### src/hdl/pit2_pkg.sv
package pit2_pkg;

    localparam int TICK_COUNT_WIDTH_DEF = 32;

    // Dividend width of the 2443632 / latch division.
    localparam int SPK_NUM_WIDTH = 22;

    localparam logic [SPK_NUM_WIDTH-1:0] SPEAKER_NUM = 22'd2443632;
    localparam logic [15:0] SPEAKER_MIN_LATCH = 16'd36;
    localparam logic [16:0] FULL_COUNT = 17'h10000;

    localparam logic [7:0] MODE_RW_SET = 8'h30;
    localparam logic [7:0] MODE_RW_CLEAR = 8'hCF;

    // Counting modes that always run over the full 16-bit range.
    localparam logic [2:0] OP_MODE_0 = 3'd0;
    localparam logic [2:0] OP_MODE_4 = 3'd4;

    // Control byte bits 7:6: counter 2 select (3 is read-back, ignored).
    localparam logic [1:0] CTL_SEL_CNT2 = 2'b10;

    typedef enum logic [1:0] {
        FUNC_READ    = 2'd0,
        FUNC_WRITE   = 2'd1,
        FUNC_CONTROL = 2'd2,
        FUNC_TICK    = 2'd3
    } func_t;

    // Read/write toggle in mode word bits 5:4.
    typedef enum logic [1:0] {
        RW_NONE = 2'd0,
        RW_LSB  = 2'd1,
        RW_MSB  = 2'd2,
        RW_WORD = 2'd3
    } rw_t;

    typedef enum logic [2:0] {
        ST_IDLE,
        ST_EXEC,
        ST_DIV,
        ST_COMMIT,
        ST_FINISH
    } state_t;

    typedef struct packed {
        func_t       func;
        logic [7:0]  data_byte;
    } cmd_t;

    typedef struct packed {
        logic [7:0]  read_data;
        logic [16:0] speaker_increment;
    } rsp_t;

endpackage

### src/hdl/pit_channel2_speaker_counter.sv
// Channel | Direction | Handshake          | Word
// cmd     | in        | cmd_valid/cmd_stall | cmd_t: func, data_byte
// rsp     | out       | rsp_valid/rsp_stall | rsp_t: read_data, speaker_increment
//
// Each command word gives exactly one response word.
// Sequence per word: accept, execute, finish; a count capture in modes other
// than 0/4 or a restart with latch > 36 adds the divide and commit states of
// the bit-serial restoring divider (DIV_WIDTH = max(TICK_COUNT_WIDTH, 22)).
// Reset: rst_n clears all control state and the counter registers at once.
// Stalls: cmd_stall is high from acceptance until the response is loaded
// into the output register; a held response does not block the next command
// until that command's own response is ready.
module pit_channel2_speaker_counter
    import pit2_pkg::*;
#(
    parameter int TICK_COUNT_WIDTH = TICK_COUNT_WIDTH_DEF
) (
    input  logic clk,
    input  logic rst_n,
    input  logic cmd_valid,
    output logic cmd_stall,
    input  cmd_t cmd,
    output logic rsp_valid,
    input  logic rsp_stall,
    output rsp_t rsp
);

    // The divider serves both the count capture (ticks mod reload) and the
    // speaker step (2443632 / latch); it must hold the wider dividend.
    localparam int DIV_WIDTH = (TICK_COUNT_WIDTH > SPK_NUM_WIDTH) ?
                               TICK_COUNT_WIDTH : SPK_NUM_WIDTH;
    localparam int CNT_WIDTH = $clog2(DIV_WIDTH + 1);

    state_t state_reg, state_next;

    cmd_t cmd_item_reg, cmd_item_next;

    logic [7:0]  mode_word_reg, mode_word_next;
    logic [15:0] write_latch_reg, write_latch_next;
    logic [15:0] read_latch_reg, read_latch_next;
    logic [16:0] reload_count_reg, reload_count_next;
    logic        relatch_pending_reg, relatch_pending_next;
    logic [TICK_COUNT_WIDTH-1:0] elapsed_ticks_reg, elapsed_ticks_next;
    logic [16:0] speaker_step_reg, speaker_step_next;

    // Shared divider: quotient register also shifts the dividend out.
    logic [DIV_WIDTH-1:0] div_quo_reg, div_quo_next;
    logic [15:0]          div_rem_reg, div_rem_next;
    logic [16:0]          div_den_reg, div_den_next;
    logic [CNT_WIDTH-1:0] div_cnt_reg, div_cnt_next;
    logic                 div_is_mod_reg, div_is_mod_next;

    logic rsp_valid_reg, rsp_valid_next;
    rsp_t rsp_reg, rsp_next;

    // Decoded item and divider step.
    logic        cmd_accept;
    logic        mode_full;
    rw_t         rw_mode;
    logic [15:0] wr_latch;
    logic        wr_restart;
    logic [16:0] wr_reload;
    logic        ctl_capture;
    logic        ctl_mode;
    logic        need_mod;
    logic        need_div;
    logic        rsp_load;
    logic [16:0] div_trial;
    logic        div_ge;
    logic [15:0] div_rem_step;
    logic [16:0] mod_den;

    assign cmd_accept = cmd_valid && !cmd_stall;
    assign cmd_stall  = (state_reg != ST_IDLE);
    assign rsp_valid  = rsp_valid_reg;
    assign rsp        = rsp_reg;

    // Decode the held item against the current counter state.
    always_comb
    begin
        mode_full = (mode_word_reg[3:1] == OP_MODE_0) || (mode_word_reg[3:1] == OP_MODE_4);
        rw_mode   = rw_t'(mode_word_reg[5:4]);

        wr_restart = 1'b1;
        unique case (rw_mode)
            RW_NONE: wr_latch = {cmd_item_reg.data_byte, write_latch_reg[7:0]};
            RW_LSB:  wr_latch = {8'h00, cmd_item_reg.data_byte};
            RW_MSB:  wr_latch = {cmd_item_reg.data_byte, 8'h00};
            RW_WORD:
            begin
                wr_latch   = {write_latch_reg[15:8], cmd_item_reg.data_byte};
                wr_restart = 1'b0;
            end
            default: wr_latch = write_latch_reg;
        endcase

        if (mode_full || (wr_latch == 16'd0))
            wr_reload = FULL_COUNT;
        else
            wr_reload = {1'b0, wr_latch};

        ctl_capture = (cmd_item_reg.data_byte[7:6] == CTL_SEL_CNT2) &&
                      (cmd_item_reg.data_byte[5:4] == RW_NONE);
        ctl_mode    = (cmd_item_reg.data_byte[7:6] == CTL_SEL_CNT2) &&
                      (cmd_item_reg.data_byte[5:4] != RW_NONE);

        need_mod = !mode_full &&
                   (((cmd_item_reg.func == FUNC_READ) && relatch_pending_reg) ||
                    ((cmd_item_reg.func == FUNC_CONTROL) && ctl_capture));
        need_div = (cmd_item_reg.func == FUNC_WRITE) && wr_restart &&
                   (wr_latch > SPEAKER_MIN_LATCH);

        rsp_load = (state_reg == ST_FINISH) && (!rsp_valid_reg || !rsp_stall);

        mod_den = (reload_count_reg == 17'd0) ? FULL_COUNT : reload_count_reg;

        // One restoring step: bring in the next dividend bit, try subtract.
        div_trial    = {div_rem_reg, div_quo_reg[DIV_WIDTH-1]};
        div_ge       = (div_trial >= div_den_reg);
        div_rem_step = div_ge ? 16'(div_trial - div_den_reg) : div_trial[15:0];
    end

    // Sequencer next state.
    always_comb
    begin
        state_next = state_reg;
        unique case (state_reg)
            ST_IDLE:
            begin
                if (cmd_accept)
                    state_next = ST_EXEC;
            end
            ST_EXEC:
            begin
                if (need_mod || need_div)
                    state_next = ST_DIV;
                else
                    state_next = ST_FINISH;
            end
            ST_DIV:
            begin
                if (div_cnt_reg == CNT_WIDTH'(1))
                    state_next = ST_COMMIT;
            end
            ST_COMMIT:
                state_next = ST_FINISH;
            ST_FINISH:
            begin
                if (rsp_load)
                    state_next = ST_IDLE;
            end
            default:
                state_next = ST_IDLE;
        endcase
    end

    // Datapath and output word.
    always_comb
    begin
        cmd_item_next        = cmd_item_reg;
        mode_word_next       = mode_word_reg;
        write_latch_next     = write_latch_reg;
        read_latch_next      = read_latch_reg;
        reload_count_next    = reload_count_reg;
        relatch_pending_next = relatch_pending_reg;
        elapsed_ticks_next   = elapsed_ticks_reg;
        speaker_step_next    = speaker_step_reg;
        div_quo_next         = div_quo_reg;
        div_rem_next         = div_rem_reg;
        div_den_next         = div_den_reg;
        div_cnt_next         = div_cnt_reg;
        div_is_mod_next      = div_is_mod_reg;
        rsp_next             = rsp_reg;
        rsp_valid_next       = rsp_valid_reg;

        if (rsp_valid_reg && !rsp_stall)
            rsp_valid_next = 1'b0;

        unique case (state_reg)
            ST_IDLE:
            begin
                if (cmd_accept)
                    cmd_item_next = cmd;
            end
            ST_EXEC:
            begin
                // Start the divider for a capture outside modes 0/4.
                if (need_mod)
                begin
                    div_quo_next    = DIV_WIDTH'(elapsed_ticks_reg);
                    div_rem_next    = 16'd0;
                    div_den_next    = mod_den;
                    div_cnt_next    = CNT_WIDTH'(DIV_WIDTH);
                    div_is_mod_next = 1'b1;
                end
                unique case (cmd_item_reg.func)
                    FUNC_READ:
                    begin
                        if (relatch_pending_reg && mode_full)
                        begin
                            read_latch_next      = 16'd0 - elapsed_ticks_reg[15:0];
                            relatch_pending_next = 1'b0;
                        end
                    end
                    FUNC_WRITE:
                    begin
                        write_latch_next = wr_latch;
                        if (rw_mode == RW_NONE)
                            mode_word_next = mode_word_reg | MODE_RW_SET;
                        if (rw_mode == RW_WORD)
                            mode_word_next = mode_word_reg & MODE_RW_CLEAR;
                        if (wr_restart)
                        begin
                            reload_count_next  = wr_reload;
                            elapsed_ticks_next = '0;
                            if (need_div)
                            begin
                                div_quo_next    = DIV_WIDTH'(SPEAKER_NUM);
                                div_rem_next    = 16'd0;
                                div_den_next    = {1'b0, wr_latch};
                                div_cnt_next    = CNT_WIDTH'(DIV_WIDTH);
                                div_is_mod_next = 1'b0;
                            end
                            else
                                speaker_step_next = 17'd0;
                        end
                    end
                    FUNC_CONTROL:
                    begin
                        if (ctl_mode)
                            mode_word_next = cmd_item_reg.data_byte;
                        if (ctl_capture && mode_full)
                        begin
                            read_latch_next      = 16'd0 - elapsed_ticks_reg[15:0];
                            relatch_pending_next = 1'b0;
                        end
                    end
                    FUNC_TICK:
                    begin
                        // Saturate at all ones.
                        if (!(&elapsed_ticks_reg))
                            elapsed_ticks_next = elapsed_ticks_reg + 1'b1;
                    end
                    default:
                    begin
                    end
                endcase
            end
            ST_DIV:
            begin
                div_rem_next = div_rem_step;
                div_quo_next = {div_quo_reg[DIV_WIDTH-2:0], div_ge};
                div_cnt_next = div_cnt_reg - 1'b1;
            end
            ST_COMMIT:
            begin
                if (div_is_mod_reg)
                begin
                    read_latch_next      = 16'(div_den_reg - {1'b0, div_rem_reg});
                    relatch_pending_next = 1'b0;
                end
                else
                    speaker_step_next = div_quo_reg[16:0];
            end
            ST_FINISH:
            begin
                if (rsp_load)
                begin
                    rsp_valid_next              = 1'b1;
                    rsp_next.read_data          = 8'h00;
                    rsp_next.speaker_increment  = speaker_step_reg;
                    if (cmd_item_reg.func == FUNC_READ)
                    begin
                        unique case (rw_mode)
                            RW_NONE:
                            begin
                                relatch_pending_next = 1'b1;
                                mode_word_next       = mode_word_reg | MODE_RW_SET;
                                rsp_next.read_data   = read_latch_reg[15:8];
                            end
                            RW_LSB:
                            begin
                                relatch_pending_next = 1'b1;
                                rsp_next.read_data   = read_latch_reg[7:0];
                            end
                            RW_MSB:
                            begin
                                relatch_pending_next = 1'b1;
                                rsp_next.read_data   = read_latch_reg[15:8];
                            end
                            RW_WORD:
                            begin
                                mode_word_next     = mode_word_reg & MODE_RW_CLEAR;
                                rsp_next.read_data = read_latch_reg[7:0];
                            end
                            default:
                                rsp_next.read_data = 8'h00;
                        endcase
                    end
                end
            end
            default:
            begin
            end
        endcase
    end

    always_ff @(posedge clk or negedge rst_n)
    begin
        if (!rst_n)
        begin
            state_reg           <= ST_IDLE;
            mode_word_reg       <= 8'h00;
            write_latch_reg     <= 16'd0;
            read_latch_reg      <= 16'd0;
            reload_count_reg    <= FULL_COUNT;
            relatch_pending_reg <= 1'b0;
            elapsed_ticks_reg   <= '0;
            speaker_step_reg    <= 17'd0;
            div_cnt_reg         <= '0;
            div_is_mod_reg      <= 1'b0;
            rsp_valid_reg       <= 1'b0;
        end
        else
        begin
            state_reg           <= state_next;
            mode_word_reg       <= mode_word_next;
            write_latch_reg     <= write_latch_next;
            read_latch_reg      <= read_latch_next;
            reload_count_reg    <= reload_count_next;
            relatch_pending_reg <= relatch_pending_next;
            elapsed_ticks_reg   <= elapsed_ticks_next;
            speaker_step_reg    <= speaker_step_next;
            div_cnt_reg         <= div_cnt_next;
            div_is_mod_reg      <= div_is_mod_next;
            rsp_valid_reg       <= rsp_valid_next;
        end
    end

    // Payload registers: no reset.
    always_ff @(posedge clk)
    begin
        cmd_item_reg <= cmd_item_next;
        div_quo_reg  <= div_quo_next;
        div_rem_reg  <= div_rem_next;
        div_den_reg  <= div_den_next;
        rsp_reg      <= rsp_next;
    end

endmodule

### config.mk
export PLATFORM = sky130hd
export DESIGN_NAME = pit_channel2_speaker_counter
export DESIGN_NICKNAME = d
export VERILOG_FILES = /design/src/hdl/pit2_pkg.sv /design/src/hdl/pit_channel2_speaker_counter.sv
export SDC_FILE = /design/constraint.sdc
export NUM_CORES = 1
export LEC_CHECK = 0
export ABC_AREA = 1
export BUFFER_PORTS_ARGS = -buffer_cell sky130_fd_sc_hd__clkbuf_2
export CAP_MARGIN = 30
export CELL_PAD_IN_SITES_DETAIL_PLACEMENT = 1
export CELL_PAD_IN_SITES_GLOBAL_PLACEMENT = 1
export CORE_ASPECT_RATIO = 1.4
export CORE_MARGIN = 5
export CORE_UTILIZATION = 34
export DETAILED_ROUTE_END_ITERATION = 8
export PLACE_DENSITY_LB_ADDON = 0.1
export SLEW_MARGIN = 20
export SYNTH_ARGS = -nofsm -noshare
export SYNTH_HDL_FRONTEND = slang
export SYNTH_SLANG_ARGS = --single-unit
### constraint.sdc
create_clock -name clk -period 2.8 [get_ports clk]
set_input_delay 0.42 -clock clk [delete_from_list [all_inputs] [get_ports clk]]
set_output_delay 0.42 -clock clk [all_outputs]
set_load 0.1 [all_outputs]
# Word-level counts from Yosys, hierarchy flattened
# Cells that the tools add are included.
# W data, S select, Z words.
[word_totals] out_inout_bits=27 ff_bits=216 word_cells=177
[classes] muxes=66 add_sub_neg=5 n_reduce_logical=50 magnitude_cmp=2 eq_ne=32 bitwise=3
[ops] cell="$mux W32" n=6
[ops] cell="$mux W17" n=10
[ops] cell="$mux W16" n=8
[ops] cell="$pmux W32 S2" n=2
[ops] cell="$pmux W16 S2" n=3
[ops] cell="$pmux W16 S4" n=1
[ops] cell="$mux W6" n=9
[ops] cell="$pmux W6 S2" n=4
[ops] cell="$pmux W17 S2" n=1
[ops] cell="$add A32 B1 Y32 const B" n=1
[ops] cell="$reduce_and A32 Y1" n=1
[ops] cell="$sub A16 B16 Y16" n=2
[ops] cell="$ne A2 B2 Y1 const B" n=11
[ops] cell="$ge A17 B17 Y1" n=1
[ops] cell="$logic_not A17 Y1" n=1
[ops] cell="$gt A16 B6 Y1 const B" n=1
[ops] cell="$logic_not A16 Y1" n=1
[ops] cell="$pmux W8 S2" n=1
[ops] cell="$sub A1 B16 Y16 const A" n=1
[ops] cell="$ne A3 B3 Y1 const B" n=5
[ops] cell="$pmux W3 S5" n=1
[ops] cell="$reduce_and A5 Y1" n=3
[ops] cell="$mux W1" n=14
[ops] cell="$logic_and A1 B1 Y1" n=12
[ops] cell="27 further kinds" n=58

# Logic depth before layout (Yosys ltp)
[depth] word_depth=10 mapped_depth=15 depth_no_buf=15

# Least setup slack after synthesis
# OpenSTA, ideal clock, no wires.
[synth_timing] path_type="reg2reg" startpoint="register state_reg[2]" endpoint="register div_cnt_reg[1]" period_less_slack_ns=2.722 path_stages_with_launch=9 path_slack_ns=0.078 arrival_ns=2.588 required_time_ns=2.666 n_path_buf=0 cell_sequence="dfrtp_1 nor2_1 inv_1 nor2_2 inv_1 nand2_1 inv_1 nand2_1 o211ai_1"
[synth_between] elab_chain_cells=2 word_cells_on_any_way=4 cone_classes="2 x eq/ne; 1 x mux; 1 x reduce/logical"
[synth_rtl] element="from (decl)" line="pit_channel2_speaker_counter.sv:34" rtl="state_t state_reg, state_next;"
[synth_rtl] element="from (signal assigned)" line="pit_channel2_speaker_counter.sv:326" rtl="state_reg <= state_next;"
[synth_rtl] element="$eq A3 B2 Y1 / $eq A3 B1 Y1 (equally long branches)" line="pit_channel2_speaker_counter.sv:179" rtl="unique case (state_reg)"
[synth_rtl] element="$pmux W6 S2 / $reduce_bool A2 Y1 (equally long branches)"
[synth_rtl] element="to (signal assigned)" line="pit_channel2_speaker_counter.sv:334" rtl="div_cnt_reg <= div_cnt_next;"
[synth_rtl] element="to (decl)" line="pit_channel2_speaker_counter.sv:50" rtl="logic [CNT_WIDTH-1:0] div_cnt_reg, div_cnt_next;"
# Parallel ways exist; a longest one is shown, timed or not.
# A chain may end at the register's enable or synchronous reset.

# Worst setup path after layout
[layout_timing] startpoint="register elapsed_ticks_reg[0]" endpoint="register elapsed_ticks_reg[14]"
[layout_between] elab_chain_cells=3 word_cells_on_any_way=6 cone_classes="1 x add/sub; 1 x eq/ne; 2 x mux; 2 x reduce/logical"
[layout_rtl] element="from (decl)" line="pit_channel2_speaker_counter.sv:43" rtl="logic [TICK_COUNT_WIDTH-1:0] elapsed_ticks_reg, elapsed_ticks_next;"
[layout_rtl] element="from (signal assigned)" line="pit_channel2_speaker_counter.sv:332" rtl="elapsed_ticks_reg <= elapsed_ticks_next;"
[layout_rtl] element="$add A32 B1 Y32 / $reduce_and A32 Y1 (equally long branches)" line="pit_channel2_speaker_counter.sv:242, pit_channel2_speaker_counter.sv:241"
[layout_rtl] element="$mux W32 / $ne A2 B2 Y1 (equally long branches)"
[layout_rtl] element="$pmux W32 S2 / $reduce_and A4 Y1 (equally long branches)"
# Parallel ways exist; a longest one is shown, timed or not. The select of a mux whose other input is x is not followed.

==> impl_results.md <==
- Avg Synthesized Cell Area: 7.828 µm²
- Bufs on Longest Clock Path: 3
- Power share of the clock group: 0.190
- Drt wl/cell: 19.71 µm
- Final hold violation count: 0
- Global routing usage on met2: 0.4005
- Net Switching: 8.819 mW
- Highest Clock Rate: 400.1 MHz
- Synth Net Count: 1680
- Via count: approximately 11000
- Ys flop type: dfrtp_1
- Vias in the first global route: 11960
- Element type at the critical path start: flop
- Synth Area in Simple Gates: 0.2832
- DRT iter0 DRCs: between 500 and 600
- DP HPWL: 32140 µm
- Post-Syn Instances: 1624
- Worst slack, placed: 0.1571 ns
- MaxCap Viol Count: 0
- Library cells used by synthesis: 47
- RSZ-0062 raised after global routing: false
- First-pass GRT wire length: 67850 µm
- I/O pin cnt: between 40 and 50
- Slew margin rel.: 0.4015
- Slew Limit Fails: 0
- Crit-path max FO: 9
- Number of post-CTS setup repair buffers: 0
- Post-synthesis mux area share: 0
- Layout cell share with drive strength beyond 1: 0.08909
- Multi-input gate area: 0.005922 mm²
- Pwr Total: 18.52 mW
- # DRC: 0
- CP required: between 3 and 4 ns
- DR pass1 iterations: 4
- Nets: roughly 1700
- Final WL: about 43000 µm
- Synthesis-to-layout area growth: 13.68%
- H-tree levels: 1
- Die ar.: 0.04142 mm²
- Crit Path Class: reg -> reg
- Worst setup EP type: flop
- Comb pwr share: 0.506
- Post-Synth Adder-Cell Area: 0.04252
- Placer congestion estimate: about 0.9
- Min cycle time layout: 2.499 ns
- Sequential cell area: ~0.0059 mm²
- Root Buffer: clkbuf_16
- Sequential power share: 0.304
- TritonCTS clock tree: done
- Residual overflow from global routing: 0
- CTS Buf Count: 25
- Fillers: 4496
- Avg Vias per Cell: approximately 5.2
- Most common cell after layout, fill and taps aside: nand2_1
- Seq/Total Area, Yosys: 0.4607
- Die width: 173.4 µm
- Power Density: 1281 mW/mm²
- Hold slack: 0.05038 ns
- Met3 GRT Util: 0.01756
- Yosys warns: 0
- Synthesis-stage register bit count: 214
- Skew final: 0.01277 ns
- Initial antenna violation count: 0
- PortBufs: 40
- Most frequent cells in the layout: nand2_1, nand3_1, inv_1, o21ai_0, dfrtp_1
- GRT Util Overall: 0.2038
- Critical Path AT: just under 3 ns
- Sw Share: 0.4762
- Worst-Margin Slew: 0.8944 ns
- Post-synthesis xor/xnor area fraction: 0.01722
- Final ANT Viol Nets: 0
- Busiest grt layer: met2
- Main combinational cell family by area after synthesis: simple AND/OR/NAND/NOR gates
- Row count: 83
- Synth async-reset ratio: 0.5327
- Initial Util: 0.3448
- Period utilization: 0.8927
- Ant diodes: 0
- Number of flops mapped to enable cells by yosys: 100
- Final setup violation count: 0
- Largest net degree at the start of global routing: 62
- Synth Area in Compound Gates: 0.1216
- Status: finished clean
- Setup TNS: 0 ns
- Die height: 238.8 µm
- Number of clock sinks: 214
- Peak supply drop: roughly 0.55 mV
- M1 GR Usage: 0.2359
- Leakage Power: between 6 and 7 nW
- Internal power: around 9.7 mW
- CTS clk-pin slew, worst paths: 0.06 ns
- HP Class: in -> reg
- Worst-skew pair later-pin latency: 0.55 ns
- Final WS setup: 0.3005 ns
- Core box area: 0.03687 mm²
- Mapped cell area: ~0.013 mm²
==> worst max-delay path, stage by stage (launching register included) <==
cell and delay [ns]:
dfrtp_1 0.52, ha_1 0.26, nand2_1 0.12, nor2_4 0.16, nand2_1 0.20, nor3_1 0.28
nand2_1 0.14, nand2_2 0.18, inv_2 0.13, nand2_1 0.20, o21ai_0 0.12, nor2_1 0.11
==> final timing paths <==
kind,start,to,slack [ns],cells after the start
worst max-delay path,elapsed_ticks_reg[0]$_DFFE_PN0P_,elapsed_ticks_reg[14]$_DFFE_PN0P_,0.30,11
worst min register to register,speaker_step_reg[0]$_DFFE_PN0P_,rsp[0]$_DFFE_PP_,0.45,0
max in group asynchronous,rst_n,rsp_valid$_DFF_PN0_,1.55,3
worst max register to register,elapsed_ticks_reg[0]$_DFFE_PN0P_,elapsed_ticks_reg[14]$_DFFE_PN0P_,0.30,11
worst min-delay path,cmd[0],cmd_item_reg[0]$_DFFE_PP_,0.05,1
min in group asynchronous,rst_n,speaker_step_reg[9]$_DFFE_PN0P_,0.45,2
==> cell usage after synthesis, types with 3 or more instances <==
library cell	number	share of area
inv_1	164	0.048
inv_2	5	0.0015
a21oi_1	63	0.025
a21o_1	6	0.0035
o21ai_1	7	0.0028
buf_2	9	0.0035
buf_6	6	0.0053
o2111ai_1	9	0.0062
nand3b_1	4	0.0024
o211ai_1	19	0.011
buf_4	7	0.0041
o21ai_0	129	0.051
ha_1	40	0.039
nor3_1	26	0.010
nand3_1	165	0.065
nor4_1	8	0.0039
xnor2_1	3	0.0021
clkbuf_1	33	0.0097
dfrtp_1	113	0.22
a21boi_0	5	0.0030
nor2_1	111	0.033
a31oi_1	11	0.0054
nor2_2	3	0.0015
nand2_2	8	0.0039
xor2_1	22	0.015
nand4_1	41	0.020
edfxtp_1	100	0.24
nand2_1	469	0.14
o31ai_1	16	0.0094
==> cells by family after synthesis <==
logic type,Yosys count
buffers and inverters,230
AND/OR/NAND/NOR,841
AO/OA/AOI/OAI,272
adder cells (fa/ha/maj),42
XOR/XNOR,25
flip-flops,214
==> power groups by stage <==
stage | clock, mW | combinational [mW] | sequential (mW)
6_report | 3.52 | 9.37 | 5.63
5_1_grt | 3.75 | 10.5 | 5.76
4_1_cts | 3.62 | 9.51 | 5.65
3_5_place_dp | 0 | 9.45 | 5.70
3_3_place_gp | 0 | 9.29 | 5.69
2_1_floorplan | 0 | 6.15 | 5.98
==> routing by layer <==
metal  vias up  wire, µm
met5         -         0
met4         0       982
met3        49       869
met2       112     23420
met1      5567     17340
li1       5588         -
==> metrics by stage <==
| step | util | std cells | area, µm² |
|---|---|---|---|
| final | 0.3920 | 2162 | 14450 |
| after global routing | 0.3920 | 2162 | 14450 |
| after CTS | 0.3919 | 2162 | 14450 |
| after detailed placement | 0.3682 | 2115 | 13570 |
| after floorplan | - | 1624 | 12710 |
| after global placement | 0.3682 | 2115 | 13570 |
==> final cells by class <==
| cell class | instances | area share |
|---|---|---|
| Timing Repair Buffer | 83 | 0.04000 |
| Tap cell | 467 | 0.04043 |
| Multi-Input combinational cell | 1180 | 0.4097 |
| Clock buffer | 30 | 0.04597 |
| Clock inverter | 16 | 0.01368 |
| Sequential cell | 214 | 0.4053 |
| Inverter | 172 | 0.04484 |
==> timing repair <==
item / in CTS / in global routing
resized for setup: 0 / 2
endpoints found under the hold margin: 42 / 0
hold buffers: 1 / 0
setup endpoints to repair: 0 / 18
Power figures use the tool's default switching activity.
